<file path="src/hw/rtl/slid_pkg.sv">
// ----------------------------------------------------------------------------
// slid_pkg
// Shared types and constants of the sorted list insert/delete unit.
// ----------------------------------------------------------------------------
package slid_pkg;

    localparam int DEPTH_DEFAULT = 16;
    localparam int DATA_W        = 32;
    localparam int COUNT_W       = 5;
    localparam int STATUS_W      = 2;
    localparam int OUT_TDATA_W   = 40;

    localparam logic OP_INSERT = 1'b0;
    localparam logic OP_DELETE = 1'b1;

    typedef enum logic [STATUS_W-1:0] {
        ST_OK        = 2'd0,
        ST_FULL      = 2'd1,
        ST_NOT_FOUND = 2'd2
    } status_t;

    typedef struct packed {
        status_t                    status;
        logic [COUNT_W-1:0]         count;
        logic signed [DATA_W-1:0]   smallest;
    } res_t;

endpackage

</file>
<file path="src/hw/rtl/slid_ram.sv">
// ----------------------------------------------------------------------------
// slid_ram
// Generic simple dual-port RAM: one write port, one read port, registered read.
// ----------------------------------------------------------------------------
module slid_ram #(
    parameter int WIDTH = 32,
    parameter int DEPTH = 16
) (
    input  logic                     clk,
    input  logic                     we,
    input  logic [$clog2(DEPTH)-1:0] waddr,
    input  logic [WIDTH-1:0]         wdata,
    input  logic                     re,
    input  logic [$clog2(DEPTH)-1:0] raddr,
    output logic [WIDTH-1:0]         rdata
);

    logic [WIDTH-1:0] mem_reg [DEPTH];
    logic [WIDTH-1:0] rdata_reg;

    always_ff @(posedge clk)
    begin
        if (we)
        begin
            mem_reg[waddr] <= wdata;
        end
        if (re)
        begin
            rdata_reg <= mem_reg[raddr];
        end
    end

    assign rdata = rdata_reg;

endmodule

</file>
<file path="src/hw/rtl/slid_ctrl.sv">
// ----------------------------------------------------------------------------
// slid_ctrl
// Sequencer that scans and shifts the ordered store one entry at a time
// through the RAM, and keeps the fill count and a copy of the head entry.
// ----------------------------------------------------------------------------
module slid_ctrl #(
    parameter int DEPTH = slid_pkg::DEPTH_DEFAULT
) (
    input  logic                             clk,
    input  logic                             rst_n,
    input  logic                             in_valid,
    output logic                             in_ready,
    input  logic                             in_op,
    input  logic signed [slid_pkg::DATA_W-1:0] in_value,
    output logic                             res_valid,
    input  logic                             res_ready,
    output slid_pkg::res_t                   res,
    output logic                             mem_we,
    output logic [$clog2(DEPTH)-1:0]         mem_waddr,
    output logic [slid_pkg::DATA_W-1:0]      mem_wdata,
    output logic                             mem_re,
    output logic [$clog2(DEPTH)-1:0]         mem_raddr,
    input  logic [slid_pkg::DATA_W-1:0]      mem_rdata
);

    import slid_pkg::*;

    localparam int AW = $clog2(DEPTH);
    localparam int FW = $clog2(DEPTH + 1);
    localparam logic [FW-1:0] FILL_MAX = FW'(DEPTH);

    typedef enum logic [7:0] {
        S_IDLE     = 8'b0000_0001,
        S_INS_RD   = 8'b0000_0010,
        S_INS_EV   = 8'b0000_0100,
        S_SRCH_RD  = 8'b0000_1000,
        S_SRCH_EV  = 8'b0001_0000,
        S_SHIFT_RD = 8'b0010_0000,
        S_SHIFT_EV = 8'b0100_0000,
        S_DONE     = 8'b1000_0000
    } state_t;

    state_t                   state_reg, state_next;
    logic [FW-1:0]            fill_reg, fill_next;
    logic [FW-1:0]            ptr_reg, ptr_next;
    logic signed [DATA_W-1:0] value_reg, value_next;
    logic signed [DATA_W-1:0] head_reg, head_next;
    status_t                  status_reg, status_next;
    logic [FW-1:0]            ptr_inc;
    logic [FW-1:0]            ptr_dec;

    assign ptr_inc = ptr_reg + 1'b1;
    assign ptr_dec = ptr_reg - 1'b1;

    always_comb
    begin
        state_next  = state_reg;
        fill_next   = fill_reg;
        ptr_next    = ptr_reg;
        value_next  = value_reg;
        head_next   = head_reg;
        status_next = status_reg;
        mem_we      = 1'b0;
        mem_waddr   = ptr_reg[AW-1:0];
        mem_wdata   = value_reg;
        mem_re      = 1'b0;
        mem_raddr   = ptr_reg[AW-1:0];

        case (state_reg)
            S_IDLE:
            begin
                if (in_valid)
                begin
                    value_next  = in_value;
                    ptr_next    = '0;
                    status_next = ST_OK;
                    if (in_op == OP_INSERT)
                    begin
                        if (fill_reg == FILL_MAX)
                        begin
                            status_next = ST_FULL;
                            state_next  = S_DONE;
                        end
                        else
                        begin
                            ptr_next   = fill_reg;
                            state_next = S_INS_RD;
                        end
                    end
                    else
                    begin
                        state_next = S_SRCH_RD;
                    end
                end
            end
            S_INS_RD:
            begin
                if (ptr_reg == '0)
                begin
                    mem_we     = 1'b1;
                    fill_next  = fill_reg + 1'b1;
                    state_next = S_DONE;
                end
                else
                begin
                    mem_re     = 1'b1;
                    mem_raddr  = ptr_dec[AW-1:0];
                    state_next = S_INS_EV;
                end
            end
            S_INS_EV:
            begin
                mem_we = 1'b1;
                if ($signed(mem_rdata) >= value_reg)
                begin
                    mem_wdata  = mem_rdata;
                    ptr_next   = ptr_dec;
                    state_next = S_INS_RD;
                end
                else
                begin
                    fill_next  = fill_reg + 1'b1;
                    state_next = S_DONE;
                end
            end
            S_SRCH_RD:
            begin
                if (ptr_reg == fill_reg)
                begin
                    status_next = ST_NOT_FOUND;
                    state_next  = S_DONE;
                end
                else
                begin
                    mem_re     = 1'b1;
                    state_next = S_SRCH_EV;
                end
            end
            S_SRCH_EV:
            begin
                if (mem_rdata == value_reg)
                begin
                    state_next = S_SHIFT_RD;
                end
                else
                begin
                    ptr_next   = ptr_inc;
                    state_next = S_SRCH_RD;
                end
            end
            S_SHIFT_RD:
            begin
                if (ptr_inc == fill_reg)
                begin
                    fill_next  = fill_reg - 1'b1;
                    state_next = S_DONE;
                end
                else
                begin
                    mem_re     = 1'b1;
                    mem_raddr  = ptr_inc[AW-1:0];
                    state_next = S_SHIFT_EV;
                end
            end
            S_SHIFT_EV:
            begin
                mem_we     = 1'b1;
                mem_wdata  = mem_rdata;
                ptr_next   = ptr_inc;
                state_next = S_SHIFT_RD;
            end
            S_DONE:
            begin
                if (res_ready)
                begin
                    state_next = S_IDLE;
                end
            end
            default:
            begin
                state_next = S_IDLE;
            end
        endcase

        if (mem_we && (ptr_reg == '0))
        begin
            head_next = mem_wdata;
        end
    end

    always_ff @(posedge clk or negedge rst_n)
    begin
        if (!rst_n)
        begin
            state_reg <= S_IDLE;
            fill_reg  <= '0;
        end
        else
        begin
            state_reg <= state_next;
            fill_reg  <= fill_next;
        end
    end

    always_ff @(posedge clk)
    begin
        ptr_reg    <= ptr_next;
        value_reg  <= value_next;
        head_reg   <= head_next;
        status_reg <= status_next;
    end

    assign in_ready       = (state_reg == S_IDLE);
    assign res_valid      = (state_reg == S_DONE);
    assign res.status     = status_reg;
    assign res.count      = COUNT_W'(fill_reg);
    assign res.smallest   = (fill_reg != '0) ? head_reg : '0;

`ifndef ASSERT_OFF
    a_fill_bound: assert property (@(posedge clk) disable iff (!rst_n)
        fill_reg <= FILL_MAX)
        else $error("fill count above depth");

    a_full_only_when_full: assert property (@(posedge clk) disable iff (!rst_n)
        (res_valid && (status_reg == ST_FULL)) |-> (fill_reg == FILL_MAX))
        else $error("full status with free entries");

    a_not_found_scanned: assert property (@(posedge clk) disable iff (!rst_n)
        (res_valid && (status_reg == ST_NOT_FOUND)) |-> (ptr_reg == fill_reg))
        else $error("not found before scanning all entries");

    a_write_in_range: assert property (@(posedge clk) disable iff (!rst_n)
        mem_we |-> (ptr_reg < FILL_MAX))
        else $error("store write beyond depth");

    a_fill_step: assert property (@(posedge clk) disable iff (!rst_n)
        (fill_reg != $past(fill_reg)) |-> (state_reg == S_DONE))
        else $error("fill changed outside item completion");
`endif

endmodule

</file>
<file path="src/hw/rtl/sorted_list_insert_delete_unit.sv">
// ----------------------------------------------------------------------------
// sorted_list_insert_delete_unit
// Ascending ordered store of signed words with insert and delete of one
// value per input word and one result word per item.
// ----------------------------------------------------------------------------
// Operation: an insert walks down from the top and a delete scans up from
//   the bottom, one visited entry at a time on the single RAM read port.
// Throughput: one item at a time; next input word taken once the result is
//   in the output register.
// Reset: asynchronous, clears fill count and control; RAM contents undefined.
// ----------------------------------------------------------------------------
module sorted_list_insert_delete_unit #(
    parameter int DEPTH = slid_pkg::DEPTH_DEFAULT
) (
    input  logic                                  clk,
    input  logic                                  rst_n,
    input  logic                                  s_tvalid,
    output logic                                  s_tready,
    input  logic [slid_pkg::DATA_W-1:0]           s_tdata,  // [31:0] value
    input  logic                                  s_tuser,  // [0] op
    output logic                                  m_tvalid,
    input  logic                                  m_tready,
    output logic [slid_pkg::OUT_TDATA_W-1:0]      m_tdata   // [1:0] status,
                                                            // [6:2] count,
                                                            // [38:7] smallest
);

    import slid_pkg::*;

    localparam int AW = $clog2(DEPTH);

    logic                 res_valid;
    logic                 res_ready;
    res_t                 res;
    logic                 mem_we;
    logic [AW-1:0]        mem_waddr;
    logic [DATA_W-1:0]    mem_wdata;
    logic                 mem_re;
    logic [AW-1:0]        mem_raddr;
    logic [DATA_W-1:0]    mem_rdata;

    logic                 out_valid_reg, out_valid_next;
    res_t                 out_res_reg, out_res_next;

    slid_ctrl #(
        .DEPTH (DEPTH)
    ) u_ctrl (
        .clk       (clk),
        .rst_n     (rst_n),
        .in_valid  (s_tvalid),
        .in_ready  (s_tready),
        .in_op     (s_tuser),
        .in_value  ($signed(s_tdata)),
        .res_valid (res_valid),
        .res_ready (res_ready),
        .res       (res),
        .mem_we    (mem_we),
        .mem_waddr (mem_waddr),
        .mem_wdata (mem_wdata),
        .mem_re    (mem_re),
        .mem_raddr (mem_raddr),
        .mem_rdata (mem_rdata)
    );

    slid_ram #(
        .WIDTH (DATA_W),
        .DEPTH (DEPTH)
    ) u_ram (
        .clk   (clk),
        .we    (mem_we),
        .waddr (mem_waddr),
        .wdata (mem_wdata),
        .re    (mem_re),
        .raddr (mem_raddr),
        .rdata (mem_rdata)
    );

    assign res_ready = !out_valid_reg || m_tready;

    always_comb
    begin
        out_valid_next = out_valid_reg;
        out_res_next   = out_res_reg;
        if (res_valid && res_ready)
        begin
            out_valid_next = 1'b1;
            out_res_next   = res;
        end
        else if (m_tready)
        begin
            out_valid_next = 1'b0;
        end
    end

    always_ff @(posedge clk or negedge rst_n)
    begin
        if (!rst_n)
        begin
            out_valid_reg <= 1'b0;
        end
        else
        begin
            out_valid_reg <= out_valid_next;
        end
    end

    always_ff @(posedge clk)
    begin
        out_res_reg <= out_res_next;
    end

    assign m_tvalid = out_valid_reg;
    assign m_tdata  = {1'b0, out_res_reg.smallest, out_res_reg.count, out_res_reg.status};

endmodule

</file>
<file path="config.mk">
export PLATFORM = sky130hd
export DESIGN_NAME = sorted_list_insert_delete_unit
export DESIGN_NICKNAME = d
export VERILOG_FILES = /design/src/hw/rtl/slid_pkg.sv /design/src/hw/rtl/slid_ram.sv /design/src/hw/rtl/slid_ctrl.sv /design/src/hw/rtl/sorted_list_insert_delete_unit.sv
export SDC_FILE = /design/constraint.sdc
export NUM_CORES = 1
export LEC_CHECK = 0
export BUFFER_PORTS_ARGS = -buffer_cell sky130_fd_sc_hd__buf_2
export CORE_ASPECT_RATIO = 0.8
export CORE_UTILIZATION = 60
export DETAILED_ROUTE_END_ITERATION = 10
export PLACE_DENSITY_LB_ADDON = 0.25
export SKIP_LAST_GASP = 1
export SYNTH_ARGS = -nofsm -noshare
export SYNTH_HDL_FRONTEND = slang
export SYNTH_SLANG_ARGS = --single-unit
</file>
<file path="constraint.sdc">
create_clock -name clk -period 4.1 [get_ports clk]
set_clock_uncertainty 0.05 [all_clocks]
set_input_delay 0.41 -clock clk [delete_from_list [all_inputs] [get_ports clk]]
set_output_delay 0.41 -clock clk [all_outputs]
set_load 0.01 [all_outputs]
</file>
Yosys cells after proc, flatten, opt, wreduce, memory -nomap -nowiden
Memories as Yosys holds them, arrays and structs flattened. A register that Yosys moved wholly into a read port is not among the register bits.
Cells that the tools add are included.
{"block": "classes", "n_reduce_logical": 16, "n_mux": 40, "n_eq_ne": 20, "magnitude_cmp": 1, "addsub": 4}
{"op": "two-way mux 8 bit", "n": 8}
{"op": "case mux 32 bit (2 select lines)", "n": 1}
{"op": "case mux 8 bit (8 select lines)", "n": 1}
{"op": "two-way mux 5 bit", "n": 8}
{"op": "equality test 32 bit", "n": 1}
{"op": "greater-or-equal comparator 32 bit", "n": 1}
{"op": "two-way mux 32 bit", "n": 1}
{"op": "case mux 5 bit (4 select lines)", "n": 1}
{"op": "case mux 5 bit (3 select lines)", "n": 1}
{"op": "adder 5 x 1 -> 5 bit (second input constant)", "n": 2}
{"op": "equality test 5 bit", "n": 2}
{"op": "!= test 2 x 1 -> 1 bit (second input constant)", "n": 5}
{"op": "subtractor 5 x 1 -> 5 bit (second input constant)", "n": 2}
{"op": "two-way mux 1 bit", "n": 9}
{"op": "equality test 8 x 1 -> 1 bit (second input constant)", "n": 1}
{"op": "equality test 8 x 2 -> 1 bit (second input constant)", "n": 1}
{"op": "equality test 8 x 3 -> 1 bit (second input constant)", "n": 1}
{"op": "equality test 8 x 4 -> 1 bit (second input constant)", "n": 1}
{"op": "equality test 8 x 5 -> 1 bit (second input constant)", "n": 1}
{"op": "equality test 8 x 6 -> 1 bit (second input constant)", "n": 1}
{"op": "equality test 8 x 7 -> 1 bit (second input constant)", "n": 1}
{"op": "equality test 8 bit (second input constant)", "n": 1}
{"op": "two-way mux 4 bit", "n": 2}
{"op": "case mux 4 bit (2 select lines)", "n": 1}
{"op": "19 further kinds", "n": 27}
{"block": "word_totals", "ff_bits": 124, "n_memories": 1, "ram_bits": 512, "wordCells": 92, "inputBits": 37, "output_inout_bits": 42}
{"memory": "u_ram.mem_reg", "depth": 16, "word_bits": 32, "rd": 1, "rd_ports_with_merged_regs": 1, "write_ports": 1, "line": "slid_ram.sv:18", "text": "logic [WIDTH-1:0] mem_reg [DEPTH];"}

Logic depth before layout (Yosys ltp)
Gate-level depths: netlist (run 1).
{"block": "depth", "depth_word": 5, "mapped_depth": 15, "depth_no_buf": 11}

Modules after synthesis
From an unflattened synthesis (run 1), not the netlist that was laid out.
{"block": "unflattened", "cells_unflattened": 1328, "hier_area_um2": 26512.9}
{"module": "slid_ram", "area_each_um2": 20155.6, "seq_area_each_um2": 16335.7, "cells_each": 838, "instances": 1}
{"module": "slid_ctrl", "area_each_um2": 5121.2, "seq_area_each_um2": 2458.6, "cells_each": 445, "instances": 1}
{"module": "sorted_list_insert_delete_unit", "area_each_um2": 1236.2, "seq_area_each_um2": 1196.1, "cells_each": 45, "instances": 1}

Worst setup path after synthesis (run 1)
Ideal clock, no wire load.
{"block": "synth_timing", "kind": "register -> register", "startpoint": "register u_ctrl.state_reg[7]", "endpoint": "memory u_ram.mem_reg[15][0], enable pin", "t_arrival_ns": 3.143, "path_buffers": 1, "slack_ns": 0.482, "stages_incl_launch_ff": 7, "required_ns": 3.625, "path_cell_list": "dfrtp_1 nor3_2 nand3b_1 o21ai_0 o21bai_1 clkbuf_1 nor2b_1"}
{"block": "synth_between", "elab_chain_cells": 5, "elab_cells_between_ends": 7, "cone_classes": "eq/ne (3); mux (3); reduce/logical (1)"}
{"item": "start: declaration", "line": "slid_ctrl.sv:43", "text": "state_t state_reg, state_next;"}
{"item": "start signal: assignment", "line": "slid_ctrl.sv:200", "text": "state_reg <= state_next;"}
{"item": "equality test 8 x 7 -> 1 bit or equality test 8 x 3 -> 1 bit (tied branches)", "line": "slid_ctrl.sv:69", "text": "case (state_reg)"}
{"item": "OR reduction 2 bit (no source line)"}
{"item": "case mux 1 bit (2 select lines) *", "line": "slid_ctrl.sv:69"}
{"item": "two-way mux 1 bit *", "line": "slid_ram.sv:23", "text": "if (we)"}
{"item": "two-way mux 1 bit (implied by the code) *", "line": "slid_ram.sv:25", "text": "mem_reg[waddr] <= wdata;"}
{"item": "end: declaration", "line": "slid_ram.sv:18"}
Mark *: on every way between the ends. The rest lies on a longest branch, timed or not.

Final worst setup path (run 1)
{"block": "layout_timing", "startpoint": "register u_ram.rdata_reg[31] (netlist: u_ram.rdata[31]), read port of u_ram.mem_reg", "endpoint": "memory u_ram.mem_reg[7][2] (data pin)"}
{"block": "layout_between", "elab_chain_cells": 3}
{"item": "start: declaration", "line": "slid_ram.sv:19", "text": "logic [WIDTH-1:0] rdata_reg;"}
{"item": "greater-or-equal comparator 32 bit", "line": "slid_ctrl.sv:114", "text": "if ($signed(mem_rdata) >= value_reg)"}
{"item": "two-way mux 32 bit", "line": "slid_ctrl.sv:114"}
{"item": "case mux 32 bit (2 select lines)", "line": "slid_ctrl.sv:69"}
{"item": "via mem_wdata[2]", "line": "sorted_list_insert_delete_unit.sv:37", "text": "logic [DATA_W-1:0] mem_wdata;"}
The timed path passes the listed nets, and every way through them passes these cells.

==> results.md, run 1 <==
* Synthesis warning total at 0
* Post-route ant nets at 0
* Syn Area/Cell at between 15 and 20 um^2
* PwrDens at between 600 and 700 nW/um^2
* Reg2reg path depth at 9
* Port Buffers at a little under 80
* Placed cells at a little over 2000
* Fraction of final layout cells sized beyond drive strength 1 at 0.270
* HP Start: s_tuser
* Nets at between 1500 and 2000
* Via count at between 10000 and 15000
* Clock share of power at 0.281
* Met2 WL post-DR at ~30000 um
* WL/cell at 28.2 um
* Gate power share at 0.277
* Psw at just under 6000 uW
* GRT Total Usage at 0.277
* Die Width at approximately 240 um
* Worst-margin pin slew at around 1.0 ns
* Worst VDD drop at about 0.41 mV
* Gpl congestion at between 0.9 and 1
* Commonest cells after routing, fill and taps aside: edfxtp_1 (654), mux4_2 (126), buf_2 (77)
* CTS Buf Count at 59
* Crit path launch type: flip-flop
* Achievable frequency at ~250 MHz
* Worst Path Arrival at around 4.2 ns
* Outcome: completed
* Clk pin slew, worst setup/hold paths at roughly 0.070 ns
* Hold Path End: u_ctrl.state_reg[3]
* Chip Height at around 190 um
* Met3 wire len at approximately 5800 um
* Slew HR at 0.305
* Crit path kind: reg -> reg
* Final Instance Count excl. Fillers at ~2200
* Most common cell after layout, fill and taps aside: edfxtp_1
* Gr ovfl total at 0
* Detailed-route DRC error count at 0
* Ys flop type: edfxtp_1
* Max Used Layer: met4
* Vias in the first global route at around 14000
* Core Rows at 68
* Count of flip-flops with a built-in enable after synthesis at about 650
* MaxCap Viol Count at 0
* Reg2Reg Setup Slack at 0.17 ns
* Initial core utilization at 0.613
* WP data required at 4.34 ns
* First-pass DRT Iterations at 5
* Crit Path Max Fanout at 32
* Post-synth ARST share at 0.0210
* Max Buffers Root-to-Sink at 3
* Synth unique cells at 72
* DRT iter0 DRCs at ~1600
* Final Hold Fails at 0
* Vias/cell at between 6 and 7
* CTS sink cnt at 668
* R2R Path End: u_ram.mem_reg[7][2]
* Sequential share of power at 0.441
* Pin count of the biggest net entering global routing at 40
* Detailed placer's ending HPWL at between 30000 and 40000 um
* Max-slew violation count at 0
* CTS tree: built
* Post-synthesis sequential area ratio at 0.751
* # Post-CTS Setup Buffers at 0
* Worst slack, placed at between 0.2 and 0.25 ns
* Ant diodes at 0
* Syn Nets at 1424
* RSZ-0062 raised after global routing: no
* RR Startpoint: u_ram.rdata[31]
* Die ar. at between 40000 and 50000 um^2
* DRT Wirelength at between 60000 and 70000 um
* First-pass GRT wire length at 89500 um
* Period utilisation layout at 0.957
* Cell count of the worst hold path at 3
* Area delta synth->final at 15.0%
* Setup TNS at 0 ns
* Crit path time final at 3.93 ns
* Final setup margin at 0.175 ns
* Switching share of total power at 0.298
* Final setup fails at 0
* Largest register FFs at 512
* Pint at 13800 uW
* Netlist Area Pre-Place at around 27000 um^2
* Io pins at 79
* Routed length on met1 at around 25000 um
* Hold WC Path Type: in -> reg
* Cell count after synthesis at 1346
* Clock root buffer: clkbuf_16
* Skew-Pair Late Insertion Delay at between 0.6 and 0.7 ns
* Core area at around 43000 um^2
* Initial antenna violation count at 0
* FF+latch count, synth at 668
* CP endpoint kind: flip-flop
* H-Tree Depth at 2
* P_leak at a little over 0.01 uW
power groups by stage:
stage | Combinational (uW) | Clock [uW] | Sequential [uW]
floorplan | 3690 | 0 | 8700
global placement | 5260 | 0 | 8800
detailed placement | 5380 | 0 | 8810
CTS | 5460 | 5600 | 8670
global route | 5850 | 5830 | 8690
finish | 5450 | 5530 | 8680
logic make-up (layout without fill, tap and decap cells):
group / count (synthesis) / after routing / synth area share
adder cells (fa/ha/maj): 41 / 41 / 0.0195
flip-flops: 668 / 668 / 0.751
buffers and inverters: 103 / 331 / 0.0182
XOR/XNOR: 15 / 15 / 0.00521
AND/OR/NAND/NOR: 194 / 194 / 0.0399
multiplexers: 168 / 168 / 0.124
AO/OA/AOI/OAI: 156 / 156 / 0.0424
other: 1 / 1 / 0.000141
cell type report:
cell class                 count  area, um^2
clock buffer                  68        1550
clock inverter                42         368
fill                        2600       12800
inverter                      42         158
multi-input combinational    575        6260
sequential                   668       20000
tap                          595         744
timing repair buffer         179        1560
cells in the mapped netlist (all sizes together), types with 2 or more instances:
cell	instances	area (um^2)
edfxtp	654	19600
mux4	126	2840
a22oi	67	503
nand2	46	173
inv	42	158
ha	40	500
mux2	38	428
buf	37	238
nor2b	37	231
nor2	26	100
clkbuf	24	90.1
a21oi	22	110
a21o	17	128
and3	14	87.6
dfrtp	13	325
nor3	13	80.1
o21ai	13	65.1
and2	10	62.6
nand3	10	55.1
xnor2	10	95.1
nand4	9	56.3
nand2b	6	37.5
a211oi	5	50.1
nand3b	5	37.5
xor2	5	43.8
mux2i	4	40.0
o22ai	4	25.0
a31oi	3	18.8
nor4	3	18.8
o211ai	3	27.5
o221ai	3	26.3
or3	3	18.8
a221o	2	20.0
a32oi	2	17.5
and3b	2	17.5
and4b	2	20.0
nor4b	2	17.5
o21bai	2	15.0
o31ai	2	20.0
or2	2	12.5
per-stage QoR:
step	instance area, um^2	total power [uW]	utilization	hold WS (ns)
after global routing	30600	20400	0.705	0.111
after CTS	30600	19700	0.705	0.0826
after detailed placement	28400	14200	0.653	0.275
after floorplan	26600	12400	-	0.0644
final	30600	19700	0.705	0.109
after global placement	28400	14100	0.653	0.273
worst max-delay path, cell delays in order, from the launching register on:
cell	delay, ns
edfxtp_1	0.45
ha_1	0.41
nand4_1	0.16
or2_1	0.30
or3_1	0.50
nor4b_1	0.61
buf_4	0.27
o31ai_4	0.07
buf_12	0.20
mux2_1	0.56
routing by layer:
metal / up-vias / global-route usage
li1: 5856 / -
met5: - / 0
met3: 99 / 0.0469
met1: 7225 / 0.399
met4: 0 / 0.0747
met2: 793 / 0.447
worst max path at each step:
stage	from	to	slack, ns	cells past startpoint
floorplan	u_ctrl.state_reg[7]	u_ram.mem_reg[15][0]	0.48	6
global placement	u_ram.rdata[31]	u_ram.mem_reg[1][2]	0.22	9
detailed placement	u_ram.rdata[31]	u_ram.mem_reg[13][0]	0.24	9
CTS	u_ram.rdata[31]	u_ram.mem_reg[6][2]	0.22	9
global route	u_ctrl.ptr_reg[0]	u_ram.rdata[8]	0.02	12
finish	u_ram.rdata[31]	u_ram.mem_reg[7][2]	0.17	9
timing repair:
action | CTS | global route
endpoints found under the hold margin | 47 | 0
gates resized for setup | 0 | 0
hold buffers | 34 | 0
No activity file was read; power rests on OpenSTA's default activity.
==> run 2, diff against run 1 <==
- CORE_UTILIZATION: 60 -> 37
==> run 2 against run 1 <==
Against the previous run:
- the run now ends with DRC left
- combinational power is 2% higher
- first-iteration DRC count is 21% lower
- critical path depth grew 3
- hold slack improved by 0.038 ns
- design area up 2.5%
- register-to-register slack hardly changed
- die area rose by 62%
- core utilization is 26 points lower
- global-route usage down 9.6 points
- highest routed layer unchanged
==> results.md, run 2 (synthesis results as in run 1) <==
* Outcome: finished with violations
* Failing checks: DRC
* Skew-Pair Late Insertion Delay at between 0.6 and 0.7 ns
* WL/cell at ~26 um
* Gpl congestion at ~0.82
* Core Rows at 87
* MaxCap Viol Count at 0
* Final setup fails at 0
* Cell count of the worst hold path at 2
* GRT Total Usage at 0.181
* Pint at 14200 uW
* Die ar. at about 73000 um^2
* Max-slew violation count at 0
* Vias/cell at 5.39
* Crit path time final at roughly 4 ns
* Core area at roughly 71000 um^2
* Hold Path End: u_ctrl.status_reg[0]
* Post-route ant nets at 0
* Crit Path Max Fanout at 17
* Largest register FFs at 512
* Via count at between 10000 and 15000
* Psw at 6060 uW
* Reg2reg path depth at 12
* Fraction of final layout cells sized beyond drive strength 1 at 0.284
* Setup TNS at 0 ns
* Io pins at a little under 80
* Worst slack, placed at 0.134 ns
* Worst path max stage delay at between 0.5 and 0.6 ns
* HP Start: s_tuser
* Reg2Reg Setup Slack at 0.16 ns
* CTS Buf Count at 68
* Crit path launch type: flip-flop
* Worst Path Arrival at 4.18 ns
* Achievable frequency at 254 MHz
* Pin count of the biggest net entering global routing at 39
* Detailed placer's ending HPWL at roughly 37000 um
* Ant diodes at 0
* Initial antenna violation count at 0
* Gr ovfl total at 0
* Most common cell after layout, fill and taps aside: edfxtp_1
* Nets at around 1600
* Port Buffers at 77
* Final setup margin at between 0.15 and 0.2 ns
* Worst VDD drop at ~0.32 mV
* Initial core utilization at 0.376
* Final Hold Fails at 0
* First-pass DRT Iterations at 8
* Sequential share of power at 0.426
* Commonest cells after routing, fill and taps aside: edfxtp_1 (654), mux4_2 (126), buf_2 (77)
* Clk pin slew, worst setup/hold paths at ~0.06 ns
* Slowest library cell on the worst path: mux2_2
* Gate power share at 0.274
* Crit path kind: reg -> reg
* Area delta synth->final at 17.9%
* Die Width at about 300 um
* CTS tree: built
* Max Buffers Root-to-Sink at 3
* Chip Height at approximately 240 um
* PwrDens at around 650 nW/um^2
* Vias in the first global route at ~14000
* R2R Path End: u_ram.mem_reg[14][30]
* Worst-margin pin slew at roughly 1.1 ns
* Hold WC Path Type: in -> reg
* Critical path, cell by cell: ha_1, a21o_1, a21o_1, a21oi_1, nor3_1, nor3_1, buf_4, o21ai_0, xnor2_1, o31ai_4, buf_4, mux2_2
* Slew HR at 0.278
* Period utilisation layout at 0.960
* CP endpoint kind: flip-flop
* Fin Hold WS at 0.147 ns
* DRT iter0 DRCs at 1245
* DRT Wirelength at around 65000 um
* RSZ-0062 raised after global routing: no
* WP data required at 4.34 ns
* Switching share of total power at 0.299
* Clock root buffer: clkbuf_16
* P_leak at around 0.011 uW
* First-pass GRT wire length at 95500 um
* Clock share of power at 0.300
* Detailed-route DRC error count at 1
* CTS sink cnt at between 600 and 700
* H-Tree Depth at 3
* RR Startpoint: u_ram.rdata[17]
run 2: cell count changes in the layout (fill, tap and decap cells not counted), moves of 2 or more:
cell and delta:
clkinv_8 +3, clkinv_1 -8, mux2_2 +2, clkbuf_1 +5
mux2_1 -2, buf_12 -2, clkbuf_16 +9, buf_4 +17
run 2: worst max-delay path: cells and delay by family (launching register included):
family	cells	cell delay, ns
buffers and inverters	2	0.51
multiplexers	1	0.51
XOR/XNOR	1	0.21
AND/OR/NAND/NOR	2	0.53
adder cells (fa/ha/maj)	1	0.33
flip-flops	1	0.40
AO/OA/AOI/OAI	5	1.08
run 2: stage by stage:
step	utilization	total power [uW]	instances	cell area [um^2]
after floorplan	-	12400	1346	26600
after global placement	0.408	14300	2379	28900
after CTS	0.443	20500	2531	31400
after detailed placement	0.408	14400	2379	28900
final	0.443	20300	2531	31400
after global routing	0.443	21200	2531	31400
run 2: worst max path at each step:
stage | startpoint | slack [ns] | to | cells after the start
after floorplan | u_ctrl.state_reg[7] | 0.48 | u_ram.mem_reg[15][0] | 6
after global placement | u_ram.rdata[29] | 0.15 | u_ram.mem_reg[5][20] | 12
after detailed placement | u_ram.rdata[29] | 0.13 | u_ram.mem_reg[5][20] | 12
after CTS | u_ram.rdata[17] | 0.10 | u_ram.mem_reg[2][20] | 12
after global routing | u_ram.rdata[17] | 0.03 | u_ram.mem_reg[0][2] | 12
final | u_ram.rdata[17] | 0.16 | u_ram.mem_reg[14][30] | 12
run 2: layout make-up:
class / count / area (um^2)
Clock buffer: 82 / 1800
Clock inverter: 36 / 374
Fill cell: 6025 / 39500
Inverter: 42 / 158
Multi-Input combinational cell: 575 / 6260
Sequential cell: 668 / 20000
Tap cell: 934 / 1170
Timing Repair Buffer: 194 / 1650
run 2: what timing repair did:
action	in CTS	in global routing
setup endpoints to repair	0	34
gates resized for setup	0	2
hold buffers	34	0
buffers inserted	0	0
hold endpoints to repair	47	0
run 2: power groups by stage:
| stage | logic, uW | registers, uW | clock network [uW] |
|---|---|---|---|
| 2_1_floorplan | 3690 | 8700 | 0 |
| 3_3_place_gp | 5540 | 8770 | 0 |
| 3_5_place_dp | 5590 | 8770 | 0 |
| 4_1_cts | 5640 | 8630 | 6220 |
| 5_1_grt | 6060 | 8660 | 6460 |
| 6_report | 5560 | 8630 | 6080 |
run 2: layer usage:
metal | vias to the layer above | share of wire | global-route usage | wire length (um)
met2 | 416 | 0.47 | 0.283 | 30700
li1 | 5911 | - | - | -
met4 | 0 | 0.021 | 0.0475 | 1360
met1 | 7220 | 0.45 | 0.262 | 29200
met3 | 101 | 0.055 | 0.0317 | 3570
met5 | - | 0 | 0 | 0
==> run 3, diff against run 2 <==
- SETUP_SLACK_MARGIN: default -> 0.5
==> run 3 against run 2 <==
Against the previous run:
- the flow still finishes with violations (DRC)
- register-to-register slack improved by 0.38 ns
- power increased by 3.5%
- combinational power grew 15%
- clock-buffer cell count rose by 2
- sequential cell count is the same
- routed wire length grew 6.5%
- hold slack lost 0.012 ns
- core utilization up 0.89 points
- maximum frequency increased by 11%
- die area unchanged
- critical path type unchanged
- largest power group unchanged
- highest routed layer unchanged
==> results.md, run 3 (synthesis results as in run 1) <==
* Switching share of total power at 0.306
* Reg2Reg Setup Slack at 0.55 ns
* Hold Path End: u_ctrl.status_reg[0]
* Pin count of the biggest net entering global routing at 33
* Max-slew violation count at 0
* CP endpoint kind: flip-flop
* Gr ovfl total at 0
* Core area at 70900 um^2
* Die Width at 302 um
* DRT Wirelength at slightly below 70000 um
* Failing checks: DRC
* Crit path kind: reg -> reg
* Achievable frequency at about 280 MHz
* Placed cells at 2376
* First-pass GRT wire length at just under 100000 um
* Pint at around 15000 uW
* Vias/cell at about 5.5
* Fraction of final layout cells sized beyond drive strength 1 at 0.301
* Detailed-route DRC error count at 3
* PwrDens at around 650 nW/um^2
* Core Rows at a little under 90
* WL/cell at 27.0 um
* RSZ-0062 raised after global routing: no
* Outcome: finished with violations
* Hold WC Path Type: in -> reg
* Clk pin slew, worst setup/hold paths at 0.06 ns
* Largest register FFs at slightly above 500
* First-pass DRT Iterations at 11
* Post-route ant nets at 0
* Io pins at between 70 and 80
* Crit path launch type: flip-flop
* Worst VDD drop at 0.277 mV
* HP Start: s_tuser
* Commonest cells after routing, fill and taps aside: edfxtp_1 (654), mux4_2 (126), buf_2 (77)
* Initial core utilization at 0.376
* Cell count of the worst hold path at 2
* RR Startpoint: u_ram.rdata[15]
* Max Buffers Root-to-Sink at 3
* PnR Total Power at between 20000 and 25000 uW
* Slew HR at 0.381
* Vias in the first global route at approximately 14000
* Layout Utilization at 0.452
* Setup TNS at 0 ns
* Chip Height at 242 um
* CTS sink cnt at 668
* P_leak at 0.0110 uW
* MaxCap Viol Count at 0
* Most common cell after layout, fill and taps aside: edfxtp_1
* Period utilisation layout at 0.867
* Post-DP Area at roughly 29000 um^2
* Ant diodes at 0
* CP startpoint: u_ram.rdata[15]
* Port Buffers at 77
* Worst Path Arrival at about 3.8 ns
* Final instance area at ~32000 um^2
* Final setup fails at 0
* Die ar. at 73100 um^2
* Detailed placer's ending HPWL at roughly 38000 um
* WP data required at between 4 and 5 ns
* Reg2reg path depth at 11
* Via count at ~14000
* Crit Path Max Fanout at 17
* Gate power share at 0.304
* R2R Path End: u_ram.mem_reg[8][8]
* Clock share of power at 0.284
* Psw at approximately 6400 uW
* Skew-Pair Late Insertion Delay at 0.62 ns
* Final Hold Fails at 0
* Initial antenna violation count at 0
* Clock root buffer: clkbuf_16
* DRT iter0 DRCs at ~1500
* Final Instance Count excl. Fillers at roughly 2600
* Nets at about 1700
* H-Tree Depth at 3
* CTS Buf Count at 67
* Sequential share of power at 0.412
* Crit path time final at roughly 3.6 ns
* CTS tree: built
* Worst-margin pin slew at approximately 0.9 ns
* Gpl congestion at ~0.85
* Area delta synth->final at 20.3%
* GRT Total Usage at 0.185
run 3: changes by cell type in the layout (fill, tap and decap cells not counted), sizes merged:
cell and change:
nor2 +1, clkbuf +9, clkinv -3, clkinvlp -1, bufinv -1, inv +2
bufbuf +2, buf +20
run 3: worst max path at each step:
| stage | to | depth (start not counted) | slack [ns] |
|---|---|---|---|
| 6_report | u_ram.mem_reg[8][8] | 11 | 0.55 |
| 5_1_grt | u_ram.mem_reg[15][8] | 10 | 0.47 |
| 4_1_cts | u_ram.mem_reg[10][27] | 9 | 0.45 |
| 3_5_place_dp | u_ram.mem_reg[1][22] | 12 | -0.14 |
| 3_3_place_gp | u_ctrl.head_reg[20] | 12 | -0.12 |
| 2_1_floorplan | u_ram.rdata[0] | 8 | 0.50 |
run 3: power by group through the flow:
stage | sequential (uW) | combinational, uW | clock (uW)
floorplan | 8700 | 3690 | 0
global placement | 8780 | 5540 | 0
detailed placement | 8770 | 5580 | 0
CTS | 8640 | 5930 | 6070
global route | 8660 | 6840 | 6310
finish | 8640 | 6370 | 5950
run 3: final cells by class:
type	instances	area (um^2)
Sequential cell	668	20000
Multi-Input combinational cell	576	6490
Timing Repair Buffer	223	2130
Inverter	42	158
Clock inverter	33	330
Clock buffer	84	1760
Tap cell	934	1170
Fill cell	6038	38800
run 3: metal layers:
metal	part of all wire	GRT usage	wire length, um
met1	0.46	0.282	31900
met2	0.46	0.278	31700
met3	0.060	0.0317	4140
met4	0.019	0.0420	1280
met5	0	0	0
run 3: what timing repair did:
item,CTS,global route
setup endpoints to repair,581,576
hold buffers,34,0
resized for setup,36,35
cloned,3,7
endpoints found under the hold margin,47,0
buffers inserted,6,17
pin swaps,8,8
run 3: worst max-delay path, stage by stage (launching register included):
cell and delay [ns]:
edfxtp_1 0.43, ha_1 0.32, and3_1 0.21, nand4_1 0.30
a211oi_1 0.35, nor3_2 0.10, o21ai_1 0.25, xnor2_2 0.16
o31ai_4 0.29, buf_12 0.17, buf_12 0.19, mux2_4 0.41
run 3: per-stage QoR:
step	setup slack, ns	hold WS, ns
global placement	-0.123	0.300
global route	0.471	0.137
finish	0.545	0.135
CTS	0.448	0.0928
detailed placement	-0.140	0.314
floorplan	0.502	0.0644
